===== config.mk =====
export PLATFORM = sky130hd
export DESIGN_NAME = url_percent_codec_top
export DESIGN_NICKNAME = d
export VERILOG_FILES = /design/src/hw/rtl/upc_pkg.sv /design/src/hw/rtl/url_percent_codec_top.sv /design/src/hw/rtl/upc_step.sv
export SDC_FILE = /design/constraint.sdc
export NUM_CORES = 1
export LEC_CHECK = 0
export BUFFER_PORTS_ARGS = -buffer_cell sky130_fd_sc_hd__buf_4
export CAP_MARGIN = 20
export CORE_UTILIZATION = 35
export CTS_CLUSTER_SIZE = 28
export DETAILED_ROUTE_END_ITERATION = 10
export SETUP_SLACK_MARGIN = 0.4
export SLEW_MARGIN = 20
export SYNTH_ARGS = -nofsm -noshare
export SYNTH_HDL_FRONTEND = slang
export SYNTH_HIERARCHICAL = 1
export SYNTH_SLANG_ARGS = --single-unit

===== constraint.sdc =====
create_clock -name i_clk -period 18.53 [get_ports i_clk]
set_input_delay 5.559 -clock i_clk [delete_from_list [all_inputs] [get_ports i_clk]]
set_output_delay 5.559 -clock i_clk [all_outputs]
set_load 0.01 [all_outputs]

===== src/hw/rtl/upc_pkg.sv =====
// ----------------------------------------------------------------------------
// upc_pkg: shared types and constants of the URL percent codec
// Decode phases, register indexes, reset values and hex digit helpers.
// ----------------------------------------------------------------------------
package upc_pkg;

    typedef enum logic [1:0] {
        PH_IDLE = 2'd0,
        PH_PCT  = 2'd1,
        PH_ONE  = 2'd2,
        PH_DROP = 2'd3
    } t_phase;

    localparam int unsigned CFG_IDX_W = 3;

    localparam logic [CFG_IDX_W-1:0] REG_DECODE_MODE = 3'd0;
    localparam logic [CFG_IDX_W-1:0] REG_SAFE_MAP0   = 3'd1;
    localparam logic [CFG_IDX_W-1:0] REG_SAFE_MAP1   = 3'd2;
    localparam logic [CFG_IDX_W-1:0] REG_SAFE_MAP2   = 3'd3;
    localparam logic [CFG_IDX_W-1:0] REG_SAFE_MAP3   = 3'd4;

    // Reset map: 0-9, A-Z, a-z and $-_.+!*'() are safe.
    localparam logic [63:0] SAFE_MAP0_RST = 64'd288071574030909440;
    localparam logic [63:0] SAFE_MAP1_RST = 64'd576460745995190270;
    localparam logic [63:0] SAFE_MAP2_RST = 64'd0;
    localparam logic [63:0] SAFE_MAP3_RST = 64'd0;

    localparam logic [7:0] CHAR_PERCENT = 8'h25;

    // Everything one input word produces, handed from the step logic to the
    // result buffer and the escape state.
    typedef struct packed {
        logic [1:0] count;
        logic [7:0] byte0;
        logic [7:0] byte1;
        logic [7:0] byte2;
        logic       last;
        logic       err;
        t_phase     phase;
        logic [3:0] nibble;
    } t_step_out;

    // Upper-case hex digit of a nibble.
    function automatic logic [7:0] hex_upper(input logic [3:0] n);
        logic [7:0] r;
        if (n < 4'd10) begin
            r = 8'(8'h30 + {4'h0, n});
        end else begin
            r = 8'(8'h37 + {4'h0, n});
        end
        return r;
    endfunction

    // Bit 4 set when the character is a hex digit of either case; bits 3:0 hold its value.
    function automatic logic [4:0] hex_value(input logic [7:0] c);
        logic [4:0] r;
        if (c >= 8'h30 && c <= 8'h39) begin
            r = {1'b1, 4'(c - 8'h30)};
        end else if (c >= 8'h41 && c <= 8'h46) begin
            r = {1'b1, 4'(c - 8'h37)};
        end else if (c >= 8'h61 && c <= 8'h66) begin
            r = {1'b1, 4'(c - 8'h57)};
        end else begin
            r = 5'd0;
        end
        return r;
    endfunction

endpackage


===== src/hw/rtl/url_percent_codec_top.sv =====
// ----------------------------------------------------------------------------
// url_percent_codec_top: URL percent encoder and decoder
// Byte stream in, byte stream out, with a register port for mode and safe map.
// ----------------------------------------------------------------------------
// Each input word is worked out in the cycle it is accepted and its results
// (up to three bytes) land in a three-entry result buffer that drains one
// word per cycle while the output is ready. A new input word is taken when
// the buffer is empty or its final entry leaves in the same cycle, so an
// unsafe byte in encode mode holds off the next input word until the output
// port has drained the '%' and two hex digits. Words that produce no result
// (the '%' and first digit of an escape, and bytes dropped after a malformed
// escape) leave the buffer empty. Errors come out as a word with tuser set,
// data zero and tlast set, closing the message.
// ----------------------------------------------------------------------------
module url_percent_codec_top (
    input  logic        i_clk,
    input  logic        i_rst_n,
    // Configuration write channel.
    input  logic        i_cfg_valid,
    output logic        o_cfg_ready,
    input  logic [upc_pkg::CFG_IDX_W-1:0] i_cfg_index,
    input  logic [63:0] i_cfg_data,
    // Input stream.
    input  logic        s_axis_tvalid,
    output logic        s_axis_tready,
    input  logic [7:0]  s_axis_tdata,   // [7:0] in_byte
    input  logic        s_axis_tlast,
    // Output stream.
    output logic        m_axis_tvalid,
    input  logic        m_axis_tready,
    output logic [7:0]  m_axis_tdata,   // [7:0] out_byte
    output logic        m_axis_tlast,
    output logic        m_axis_tuser    // [0] error
);

    logic            r_decode_mode;
    logic [63:0]     r_safe_map [4];
    upc_pkg::t_phase r_phase;
    logic [3:0]      r_nibble;
    logic [1:0]      r_cnt;
    logic [7:0]      r_buf [3];
    logic            r_last;
    logic            r_err;

    logic [1:0]      n_cnt;
    logic            in_fire;
    logic            out_fire;
    logic [255:0]    safe_map;
    upc_pkg::t_step_out step;

    assign safe_map = {r_safe_map[3], r_safe_map[2], r_safe_map[1], r_safe_map[0]};

    upc_step u_step (
        .i_byte        (s_axis_tdata),
        .i_last        (s_axis_tlast),
        .i_decode_mode (r_decode_mode),
        .i_safe_map    (safe_map),
        .i_phase       (r_phase),
        .i_nibble      (r_nibble),
        .o_step        (step)
    );

    assign o_cfg_ready   = 1'b1;
    assign m_axis_tvalid = (r_cnt != 2'd0);
    assign m_axis_tdata  = r_buf[0];
    assign m_axis_tlast  = r_last && (r_cnt == 2'd1);
    assign m_axis_tuser  = r_err;
    assign out_fire      = m_axis_tvalid && m_axis_tready;
    assign s_axis_tready = (r_cnt == 2'd0) || ((r_cnt == 2'd1) && m_axis_tready);
    assign in_fire       = s_axis_tvalid && s_axis_tready;

    always_comb begin
        n_cnt = r_cnt;
        if (in_fire) begin
            n_cnt = step.count;
        end else if (out_fire) begin
            n_cnt = 2'(r_cnt - 2'd1);
        end
    end

    // Control state and configuration.
    always_ff @(posedge i_clk) begin
        if (!i_rst_n) begin
            r_decode_mode <= 1'b0;
            r_safe_map[0] <= upc_pkg::SAFE_MAP0_RST;
            r_safe_map[1] <= upc_pkg::SAFE_MAP1_RST;
            r_safe_map[2] <= upc_pkg::SAFE_MAP2_RST;
            r_safe_map[3] <= upc_pkg::SAFE_MAP3_RST;
            r_phase       <= upc_pkg::PH_IDLE;
            r_nibble      <= 4'd0;
            r_cnt         <= 2'd0;
        end else begin
            r_cnt <= n_cnt;
            if (in_fire) begin
                r_phase  <= step.phase;
                r_nibble <= step.nibble;
            end
            if (i_cfg_valid && o_cfg_ready) begin
                unique case (i_cfg_index)
                    upc_pkg::REG_DECODE_MODE: r_decode_mode <= i_cfg_data[0];
                    upc_pkg::REG_SAFE_MAP0:   r_safe_map[0] <= i_cfg_data;
                    upc_pkg::REG_SAFE_MAP1:   r_safe_map[1] <= i_cfg_data;
                    upc_pkg::REG_SAFE_MAP2:   r_safe_map[2] <= i_cfg_data;
                    upc_pkg::REG_SAFE_MAP3:   r_safe_map[3] <= i_cfg_data;
                    default: begin
                    end
                endcase
            end
        end
    end

    // Result buffer: loaded whole on accept, shifted toward the head on drain.
    always_ff @(posedge i_clk) begin
        if (in_fire) begin
            r_buf[0] <= step.byte0;
            r_buf[1] <= step.byte1;
            r_buf[2] <= step.byte2;
            r_last   <= step.last;
            r_err    <= step.err;
        end else if (out_fire) begin
            r_buf[0] <= r_buf[1];
            r_buf[1] <= r_buf[2];
        end
    end

    // An error word always closes its message.
    a_err_closes: assert property (@(posedge i_clk) disable iff (!i_rst_n)
        (m_axis_tvalid && m_axis_tuser) |-> (m_axis_tlast && (m_axis_tdata == 8'd0)))
        else $error("error word without tlast or with nonzero data");

    // Encode mode never leaves a decode escape pending.
    a_encode_idle: assert property (@(posedge i_clk) disable iff (!i_rst_n)
        (in_fire && !r_decode_mode) |=> (r_phase == upc_pkg::PH_IDLE && r_nibble == 4'd0))
        else $error("decode phase left pending by encode step");

    // A stalled buffer keeps its head word.
    a_hold_head: assert property (@(posedge i_clk) disable iff (!i_rst_n)
        (m_axis_tvalid && !m_axis_tready) |=> (m_axis_tvalid && $stable(m_axis_tdata)))
        else $error("result word changed while stalled");

endmodule


===== src/hw/rtl/upc_step.sv =====
// ----------------------------------------------------------------------------
// upc_step: per-word encode and decode logic
// Works out the results of one input word and the next decode phase.
// ----------------------------------------------------------------------------
module upc_step (
    input  logic [7:0]      i_byte,
    input  logic            i_last,
    input  logic            i_decode_mode,
    input  logic [255:0]    i_safe_map,
    input  upc_pkg::t_phase i_phase,
    input  logic [3:0]      i_nibble,
    output upc_pkg::t_step_out o_step
);

    logic [4:0] hex;

    assign hex = upc_pkg::hex_value(i_byte);

    always_comb begin
        o_step        = '0;
        o_step.phase  = i_phase;
        o_step.nibble = i_nibble;
        if (!i_decode_mode) begin
            // Encoding drops any half-finished escape.
            o_step.phase  = upc_pkg::PH_IDLE;
            o_step.nibble = 4'd0;
            if (i_safe_map[i_byte]) begin
                o_step.count = 2'd1;
                o_step.byte0 = i_byte;
                o_step.last  = i_last;
            end else begin
                o_step.count = 2'd3;
                o_step.byte0 = upc_pkg::CHAR_PERCENT;
                o_step.byte1 = upc_pkg::hex_upper(i_byte[7:4]);
                o_step.byte2 = upc_pkg::hex_upper(i_byte[3:0]);
                o_step.last  = i_last;
            end
        end else begin
            unique case (i_phase)
                upc_pkg::PH_IDLE: begin
                    if (i_byte == upc_pkg::CHAR_PERCENT) begin
                        if (i_last) begin
                            o_step.count = 2'd1;
                            o_step.last  = 1'b1;
                            o_step.err   = 1'b1;
                        end else begin
                            o_step.phase = upc_pkg::PH_PCT;
                        end
                    end else begin
                        o_step.count = 2'd1;
                        o_step.byte0 = i_byte;
                        o_step.last  = i_last;
                    end
                end
                upc_pkg::PH_PCT: begin
                    if (!hex[4] || i_last) begin
                        o_step.phase  = i_last ? upc_pkg::PH_IDLE : upc_pkg::PH_DROP;
                        o_step.nibble = 4'd0;
                        o_step.count  = 2'd1;
                        o_step.last   = 1'b1;
                        o_step.err    = 1'b1;
                    end else begin
                        o_step.nibble = hex[3:0];
                        o_step.phase  = upc_pkg::PH_ONE;
                    end
                end
                upc_pkg::PH_ONE: begin
                    o_step.nibble = 4'd0;
                    o_step.count  = 2'd1;
                    if (!hex[4]) begin
                        o_step.phase = i_last ? upc_pkg::PH_IDLE : upc_pkg::PH_DROP;
                        o_step.last  = 1'b1;
                        o_step.err   = 1'b1;
                    end else begin
                        o_step.phase = upc_pkg::PH_IDLE;
                        o_step.byte0 = {i_nibble, hex[3:0]};
                        o_step.last  = i_last;
                    end
                end
                upc_pkg::PH_DROP: begin
                    if (i_last) begin
                        o_step.phase = upc_pkg::PH_IDLE;
                    end
                    o_step.nibble = 4'd0;
                end
                default: begin
                    o_step.phase = upc_pkg::PH_IDLE;
                end
            endcase
        end
    end

endmodule


* Word-level counts from Yosys, hierarchy flattened
Memories as Yosys holds them, arrays and structs flattened.
Cells that the tools add are included.
** Word-level totals
- Bits in writable memories :: 280
- Output and inout bits :: 13
- Memories :: 2
- Register bits :: 11
- Logic and storage cells :: 127
** Operators by class
- Add/subtract/negate cells :: 8
- Bitwise gates (word level) :: 6
- Equal/unequal tests :: 13
- Reduce and logical (&&, ||, !) cells :: 19
- Multiplexer cells :: 64
- $lt $le $gt $ge :: 9
** Memories
- r_safe_map :: words 4, width 64, read ports 4, clocked after Yosys merged registers in 0, write ports 4, RTL line url_percent_codec_top.sv:37 : logic [63:0] r_safe_map [4];
- r_buf :: words 3, width 8, read ports 3, clocked after Yosys merged registers in 0, write ports 3, RTL line url_percent_codec_top.sv:41 : logic [7:0] r_buf [3];
** Operators by type and width (count)
- $mux 64 :: 4
- $mux 8 :: 6
- $mux 16 :: 2
- $mux 1 :: 30
- $add 6x4->7 const A :: 4
- $mux 10 :: 2
- $ge 8x7->1 const B :: 2
- $le 8x7->1 const B :: 2
- $mux 2 :: 8
- $pmux 8 s2 :: 1
- $mux 5 :: 3
- $mux 6 :: 2
- $lt 8x9->1 const B :: 1
- $bmux 1 s8 :: 1
- $eq 8x6->1 const B :: 1
- $ge 8x6->1 const B :: 1
- $le 8x6->1 const B :: 1
- $lt 4x4->1 const B :: 2
- $pmux 2 s4 :: 1
- $pmux 4 s2 :: 1
- $sub 4x3->4 const B :: 2
- $logic_and 1x1->1 :: 7
- $eq 3x2->1 const B :: 2
- $ne 3x2->1 const B :: 2
- 19 further kinds :: 31

* Logic depth before layout (Yosys ltp)
Gate-level depths: netlist of run 1.
- Depth after elaboration :: 11
- Gate-level depth with buffers :: 14
- Gate-level depth less buffers :: 11

* Hierarchy
The synthesis of run 1 kept the hierarchy.
** Modules (own cells, without submodules)
- url_percent_codec_top :: cells an instance 666, instances 1, area each 11101.9 µm²
- upc_step :: cells an instance 328, instances 1, area each 3206.8 µm²

* Worst setup path before layout of run 1
Ideal clock, no wire load.
- Path kind :: input port to output port
- Start point :: input m_axis_tready
- End point :: output s_axis_tready
- Data required time :: 12.971 ns
- Data arrival time :: 5.876 ns
- Stages :: 2
- Slack :: 7.095 ns
- Cell sequence :: a21oi_4 > inv_4
** Between the ends
- Longest elaborated chain between the ends :: 2
** Ends and longest elaborated chain
- start, declared :: RTL line url_percent_codec_top.sv:30 : input logic m_axis_tready,
- $logic_and 1x1->1 :: RTL line url_percent_codec_top.sv:69 : assign s_axis_tready = (r_cnt == 2'd0) || ((r_cnt == 2'd1) && m_axis_tready);
- $logic_or 1x1->1 :: RTL line url_percent_codec_top.sv:69
- end, declared :: RTL line url_percent_codec_top.sv:25 : output logic s_axis_tready,
Every way passes these cells.

* Worst setup path after layout of run 1
Same ends and word-level chain as after synthesis.

==> PnR_summary.wiki, run 1 <==
{| class="wikitable"
! Metric !! Value
|-
| Run status || finished clean
|-
| Source of the critical timing path || m_axis_tready
|-
| TritonCTS clock tree || built
|-
| Leak Pwr || 5.603 nW
|-
| Initial core utilization || 35.77%
|-
| Top post-synthesis cells by count || edfxtp_1, and2_1, or3_1, mux2_2, mux4_2
|-
| Buffers inserted by post-CTS timing repair || 0
|-
| Final HPWL DP || 20450 um
|-
| Total CTS buffers || 34
|-
| Reg area || 8648 sq um
|-
| Syn avg cell area || 14.40 sq um
|-
| Antenna cell count || 0
|-
| Endpoints failing hold || 0
|-
| Top FF cell, synth || edfxtp_1
|-
| Die area || 41700 sq um
|-
| Startpoint of the lowest-slack hold path || r_cnt[0]$_SDFFE_PN0P_
|-
| Number of top-level design ports || 94
|-
| Most numerous cell in the Yosys netlist || edfxtp_1
|-
| Warning count from the yosys run || 6
|-
| Instance count along the most critical hold path || 2
|-
| Number of gates resized after cts || 0
|-
| Kind of start point of the critical path || input pin
|-
| Worst skew pair latency || 0.53 ns
|-
| Pre-Repair DR Iteration Count || 5
|-
| Internal reg-to-reg setup slack || 15.70 ns
|-
| Number of synthesized register bits || 291
|-
| Worst Slack Setup Final || 6.755 ns
|-
| Maximum number of pins on one net before global-route repair || 65
|-
| Required time reported for the critical path endpoint || 12.97 ns
|-
| Global router's overall resource usage || 16.24%
|-
| Number of DRC markers in iteration 0 || 631
|-
| Htree depth || 2
|-
| Filler cells || 3771
|-
| Routed via count || 8343
|-
| Area share of the largest cell type after synthesis || 59.18%
|-
| Max frequency || 84.92 MHz
|-
| Average wire length per cell after detail routing || 20.74 um
|-
| Maximum net fanout on the critical path || 10
|-
| Overflow left after global routing || 0
|-
| Worst hold-check slack || 0.4875 ns
|-
| Finished Cell Area || 16200 sq um
|-
| Fin crit period || 11.78 ns
|-
| Residual DRC || 0
|-
| Mapped Cells || 994
|-
| Global-route wire length before repair || 51160 um
|-
| Pin slew with the least headroom to its limit || 1.063 ns
|-
| Sink of the worst hold path || r_cnt[0]$_SDFFE_PN0P_
|-
| Worst setup skew after layout || 0.02194 ns
|-
| FFs w/ async S/R, synth || 0%
|-
| Final worst-path cycle share || 63.55%
|-
| Synth-to-Final Area Change || 13.20%
|-
| Synth cell types || 79
|-
| Buffers from clock root to sink, at most || 3
|-
| Total routed wirelength || 33230 um
|-
| Max-slew violation count || 0
|-
| Share of synthesized area occupied by flip-flops and latches || 60.44%
|-
| Site Rows || 73
|-
| Minimum setup slack after placement || 6.752 ns
|-
| Last weighted congestion value of the routability-driven placer || 0.8073
|-
| Number of buffers added on ports || 92
|-
| Placeable Area || 40010 sq um
|-
| Reg-to-reg startpoint || r_safe_map[2][10]$_SDFFCE_PN0P_
|-
| Final setup violation count || 0
|-
| Total negative slack for setup checks || 0 ns
|-
| Worst R2R Path Depth || 8
|-
| Area of combinational cells with multiple inputs || 5037 sq um
|-
| Class of the worst hold path || flop to flop
|-
| Die Span X || 204.2 um
|-
| Fraction of final layout cells with drive strength greater than 1 || 24.79%
|-
| Initial antenna violation count || 0
|-
| Post-DR vias/cell || 5.208
|-
| Vias in the first global route || 8584
|-
| Unrepaired setup endpoints after global routing || no
|-
| Rel. slew slack || 28.85%
|-
| Type of element capturing the critical path || primary output
|-
| Post-Synthesis Cell Area || 14310 sq um
|-
| PD cells || 99.49 nW/um^2
|-
| Overall power || 0.001612 W
|-
| TritonCTS sink count || 291
|-
| Height of the die || 204.2 um
|-
| Max-capacitance violation count || 0
|-
| Crit Path Class || input pin to primary output
|-
| # hold bufs at CTS || 0
|-
| CP Data Arrival Time || 6.22 ns
|-
| Reg2Reg Capture Point || r_buf[0][6]$_DFFE_PP_
|-
| Layout Nets || 1144
|-
| Placed Instance Area || 15170 sq um
|-
| Worst vdd rail ir drop || 0.05160 mV
|-
| Final ANT Viol Nets || 0
|-
| Clk root buf || clkbuf_16
|-
| Main area contributors after synthesis || edfxtp_1, and2_1, mux4_2
|-
| Leading area contributor after synthesis || edfxtp_1
|-
| Number of synthesized flops with an enable pin || 282
|-
| Post-CTS clock slew at the launch and capture registers of the worst setup and hold paths || 0.05 ns
|}
==> routing by layer <==
metal | global-route usage [%] | wire length (um) | up-vias
met3 | 2.918 | 2099 | 39
met1 | 22.30 | 14690 | 4192
li1 | - | - | 3849
met2 | 26.45 | 15840 | 263
met5 | 0 | 0 | -
met4 | 4.184 | 599 | 0
==> worst max path at each step <==
stage / to / slack [ns] / cells past startpoint
after floorplan: s_axis_tready / 7.10 / 2
after global placement: s_axis_tready / 6.75 / 4
after detailed placement: s_axis_tready / 6.75 / 4
after CTS: s_axis_tready / 6.75 / 4
after global routing: s_axis_tready / 6.71 / 4
final: s_axis_tready / 6.75 / 4
==> metrics by stage <==
step	cells	utilization [%]
final	1602	40.49
after global routing	1602	40.49
after CTS	1602	40.48
after detailed placement	1542	37.93
after global placement	1542	37.93
after floorplan	995	-
==> area by class of cell <==
class / count / share of cell area (%)
clock buffers: 48 / 5.840
clock inverters: 12 / 0.4635
inverters: 19 / 0.4712
multi-input cells: 606 / 31.10
flip-flops and latches: 291 / 53.39
well taps: 525 / 4.055
repair buffers: 101 / 4.681
==> cell families (layout without fill, tap and decap cells) <==
group,count (synthesis),after routing,share of synthesized area (%)
AOI/OAI and AO/OA,112,112,5.780
other,2,3,0.05249
and+or+nand+nor,379,379,16.21
muxes,100,100,11.85
adders and majority gates,10,10,0.8744
DFF,291,291,60.44
xor gates and xnor gates,2,2,0.1224
buffers and inverters,98,180,4.669
==> power by group <==
part	switching (W)	internal [W]	leakage, nW
combinational	0.000113	0.0000826	2.28
sequential	0.0000138	0.000785	2.83
clock	0.000259	0.000358	0.493
==> cell usage in the layout (no fill, tap or decap), types with 4 or more instances in the layout <==
master	n
a211oi_1	4
a21oi_1	14
a221oi_1	15
a22o_1	4
a22oi_1	19
a31oi_1	12
and2_1	190
buf_4	101
clkbuf_1	12
clkbuf_16	36
clkinv_1	9
dfxtp_1	9
edfxtp_1	282
ha_1	10
inv_1	17
mux2_2	46
mux4_1	7
mux4_2	41
nand2_1	33
nand2b_1	27
nand3_1	16
nor2_1	16
nor2_2	6
nor2b_1	4
o21ai_0	14
o22ai_1	5
or3_1	54
==> sequential cells by signal, summed over array words and instances, names as in the netlist <==
name and count:
m_axis_tuser 1, r_buf 24, r_cnt 2, r_decode_mode 1, r_last 1, r_nibble 4
r_phase 2, r_safe_map 256
==> critical path, cell delays in order <==
cell and delay, ns:
buf_4 0.13, a21oi_4 0.27, inv_4 0.10, buf_4 0.16
No activity file was read; power rests on OpenSTA's default activity.
==> inputs of run 2 (changes only) <==
==> constraint.sdc (replaced) <==
create_clock -name i_clk -period 11.85 [get_ports i_clk]
set_input_delay 3.555 -clock i_clk [delete_from_list [all_inputs] [get_ports i_clk]]
set_output_delay 3.555 -clock i_clk [all_outputs]
set_load 0.01 [all_outputs]
==> run 2 against run 1 <==
Compared with the run above: total power up 58%; global-route usage down 0.10 points; setup slack worse by 2.7 ns; die area unchanged; combinational power up 57%; clock power up 60%; cell count about the same; sequential power up 56%; count of clock-buffer cells in the layout down 2; final area up 0.12%; wire length up 0.13%; critical path type unchanged; highest routed layer unchanged.
==> PnR_summary.wiki, run 2 (synthesis gave the netlist of run 1 again) <==
{| class="wikitable"
! Metric !! Value
|-
| Run status || finished clean
|-
| Final setup violation count || 0
|-
| Unrepaired setup endpoints after global routing || no
|-
| Number of top-level design ports || 94
|-
| Max-slew violation count || 0
|-
| Critical Path, Cell by Cell || buf_4, a21oi_4, inv_4, buf_4
|-
| Initial core utilization || 35.77%
|-
| Height of the die || 204.2 um
|-
| Rel. slew slack || 32.72%
|-
| Filler cells || 3725
|-
| Endpoints failing hold || 0
|-
| Most common library cell in the layout ignoring fill and taps || edfxtp_1
|-
| Pin slew with the least headroom to its limit || 1.006 ns
|-
| Total routed wirelength || 33270 um
|-
| Total negative slack for setup checks || 0 ns
|-
| Max frequency || 128.6 MHz
|-
| Worst vdd rail ir drop || 0.07170 mV
|-
| Leak Pwr || 5.610 nW
|-
| Number of buffers added on ports || 92
|-
| Final ANT Viol Nets || 0
|-
| Total CTS buffers || 35
|-
| Overflow left after global routing || 0
|-
| Clk root buf || clkbuf_16
|-
| Largest register by flop count || r_safe_map
|-
| Type of element capturing the critical path || primary output
|-
| Vias in the first global route || 8397
|-
| Placeable Area || 40010 sq um
|-
| Buffers from clock root to sink, at most || 3
|-
| Routed via count || 8252
|-
| Kind of start point of the critical path || input pin
|-
| Buffers inserted by post-CTS timing repair || 0
|-
| Fin crit period || 7.776 ns
|-
| Pre-Repair DR Iteration Count || 5
|-
| Global router's overall resource usage || 16.14%
|-
| Cell with the largest stage delay on the worst path || a21oi_4
|-
| Max-capacitance violation count || 0
|-
| Average wire length per cell after detail routing || 20.76 um
|-
| Number of DRC markers in iteration 0 || 644
|-
| Htree depth || 2
|-
| Residual DRC || 0
|-
| Number of buffer and inverter stages on the critical path || 3
|-
| Die Span X || 204.2 um
|-
| Maximum net fanout on the critical path || 10
|-
| Final worst-path cycle share || 65.62%
|-
| Maximum number of pins on one net before global-route repair || 65
|-
| CP peak stage delay || 0.28 ns
|-
| Class of the worst hold path || flop to flop
|-
| Fraction of final layout cells with drive strength greater than 1 || 25.14%
|-
| CP Data Arrival Time || 4.22 ns
|-
| Die area || 41700 sq um
|-
| Layout Nets || 1145
|-
| Top cell family by delay on the critical path || buffers and inverters
|-
| Largest register FFs || 256
|-
| Number of gates resized after cts || 0
|-
| PD cells || 156.8 nW/um^2
|-
| Synth-to-Final Area Change || 13.34%
|-
| Required time reported for the critical path endpoint || 8.30 ns
|-
| TritonCTS sink count || 291
|-
| Initial antenna violation count || 0
|-
| Post-DR vias/cell || 5.148
|-
| Worst setup skew after layout || 0.01728 ns
|-
| Site Rows || 73
|-
| Final HPWL DP || 20650 um
|-
| Crit Path Class || input pin to primary output
|-
| TritonCTS clock tree || built
|-
| Last weighted congestion value of the routability-driven placer || 0.8211
|-
| Commonest cells after routing, fill and taps aside || edfxtp_1, and2_1, buf_4, or3_1, mux2_2
|-
| Worst hold-check slack || 0.4884 ns
|-
| Global-route wire length before repair || 50590 um
|-
| Top cell by count, worst path || buf_4
|-
| Largest registers in the final layout || r_safe_map (256), r_buf (24), r_nibble (4)
|-
| Post-CTS clock slew at the launch and capture registers of the worst setup and hold paths || 0.05 ns
|-
| Worst skew pair latency || 0.52 ns
|-
| # hold bufs at CTS || 0
|-
| Antenna cell count || 0
|}
## run 2: path summary, 6_finish.rpt
kind                              startpoint  slack [ns]  depth (start not counted)               endpoint
max                            m_axis_tready        4.07                          4          s_axis_tready
min                    r_cnt[0]$_SDFFE_PN0P_        0.49                          2  r_cnt[0]$_SDFFE_PN0P_
max reg2reg  r_safe_map[2][27]$_SDFFCE_PN0P_        9.00                          8  r_buf[0][6]$_DFFE_PP_
min reg2reg            r_cnt[0]$_SDFFE_PN0P_        0.49                          2  r_cnt[0]$_SDFFE_PN0P_
## run 2: power by group
group | switching (W) | leakage, nW | internal [W]
combinational | 0.000177 | 2.28 | 0.000129
sequential | 0.0000225 | 2.83 | 0.00123
clock | 0.000416 | 0.500 | 0.000570
## run 2: metal layers
metal	GRT usage, %	vias up	share of wire, %
li1	-	3848	-
met2	25.77	218	47
met5	0	-	0
met4	5.437	0	2.8
met3	2.886	61	4.8
met1	22.11	4125	45
## run 2: worst reg2reg max path: stages, from the launching register on
cell and delay [ns]:
edfxtp_1 0.35, mux4_2 0.51, a22o_1 0.25, a211o_1 0.33, a22o_2 0.29, nor3_4 0.27, o31ai_1 0.16, a22o_1 0.20
mux2_2 0.26
## run 2: layout make-up
| type | count | area, sq um | share of cell area, % |
|---|---|---|---|
| clock buffer | 46 | 917.1 | 5.655 |
| clock inverter | 15 | 123.9 | 0.7638 |
| sequential | 291 | 8648 | 53.32 |
| multi-input combinational | 606 | 5037 | 31.06 |
| timing repair buffer | 101 | 758.2 | 4.675 |
| tap | 525 | 656.9 | 4.050 |
| inverter | 19 | 76.32 | 0.4706 |
## run 2: per-stage QoR
stage	total power (W)	cell area (sq um)	setup slack [ns]	std cells	utilization, %
after floorplan	0.001482	14310	2.885	995	-
after global placement	0.001574	15170	4.089	1542	37.93
after detailed placement	0.001581	15170	4.080	1542	37.93
after CTS	0.002570	16210	4.082	1603	40.53
after global routing	0.002634	16220	4.032	1603	40.54
final	0.002542	16220	4.074	1603	40.54
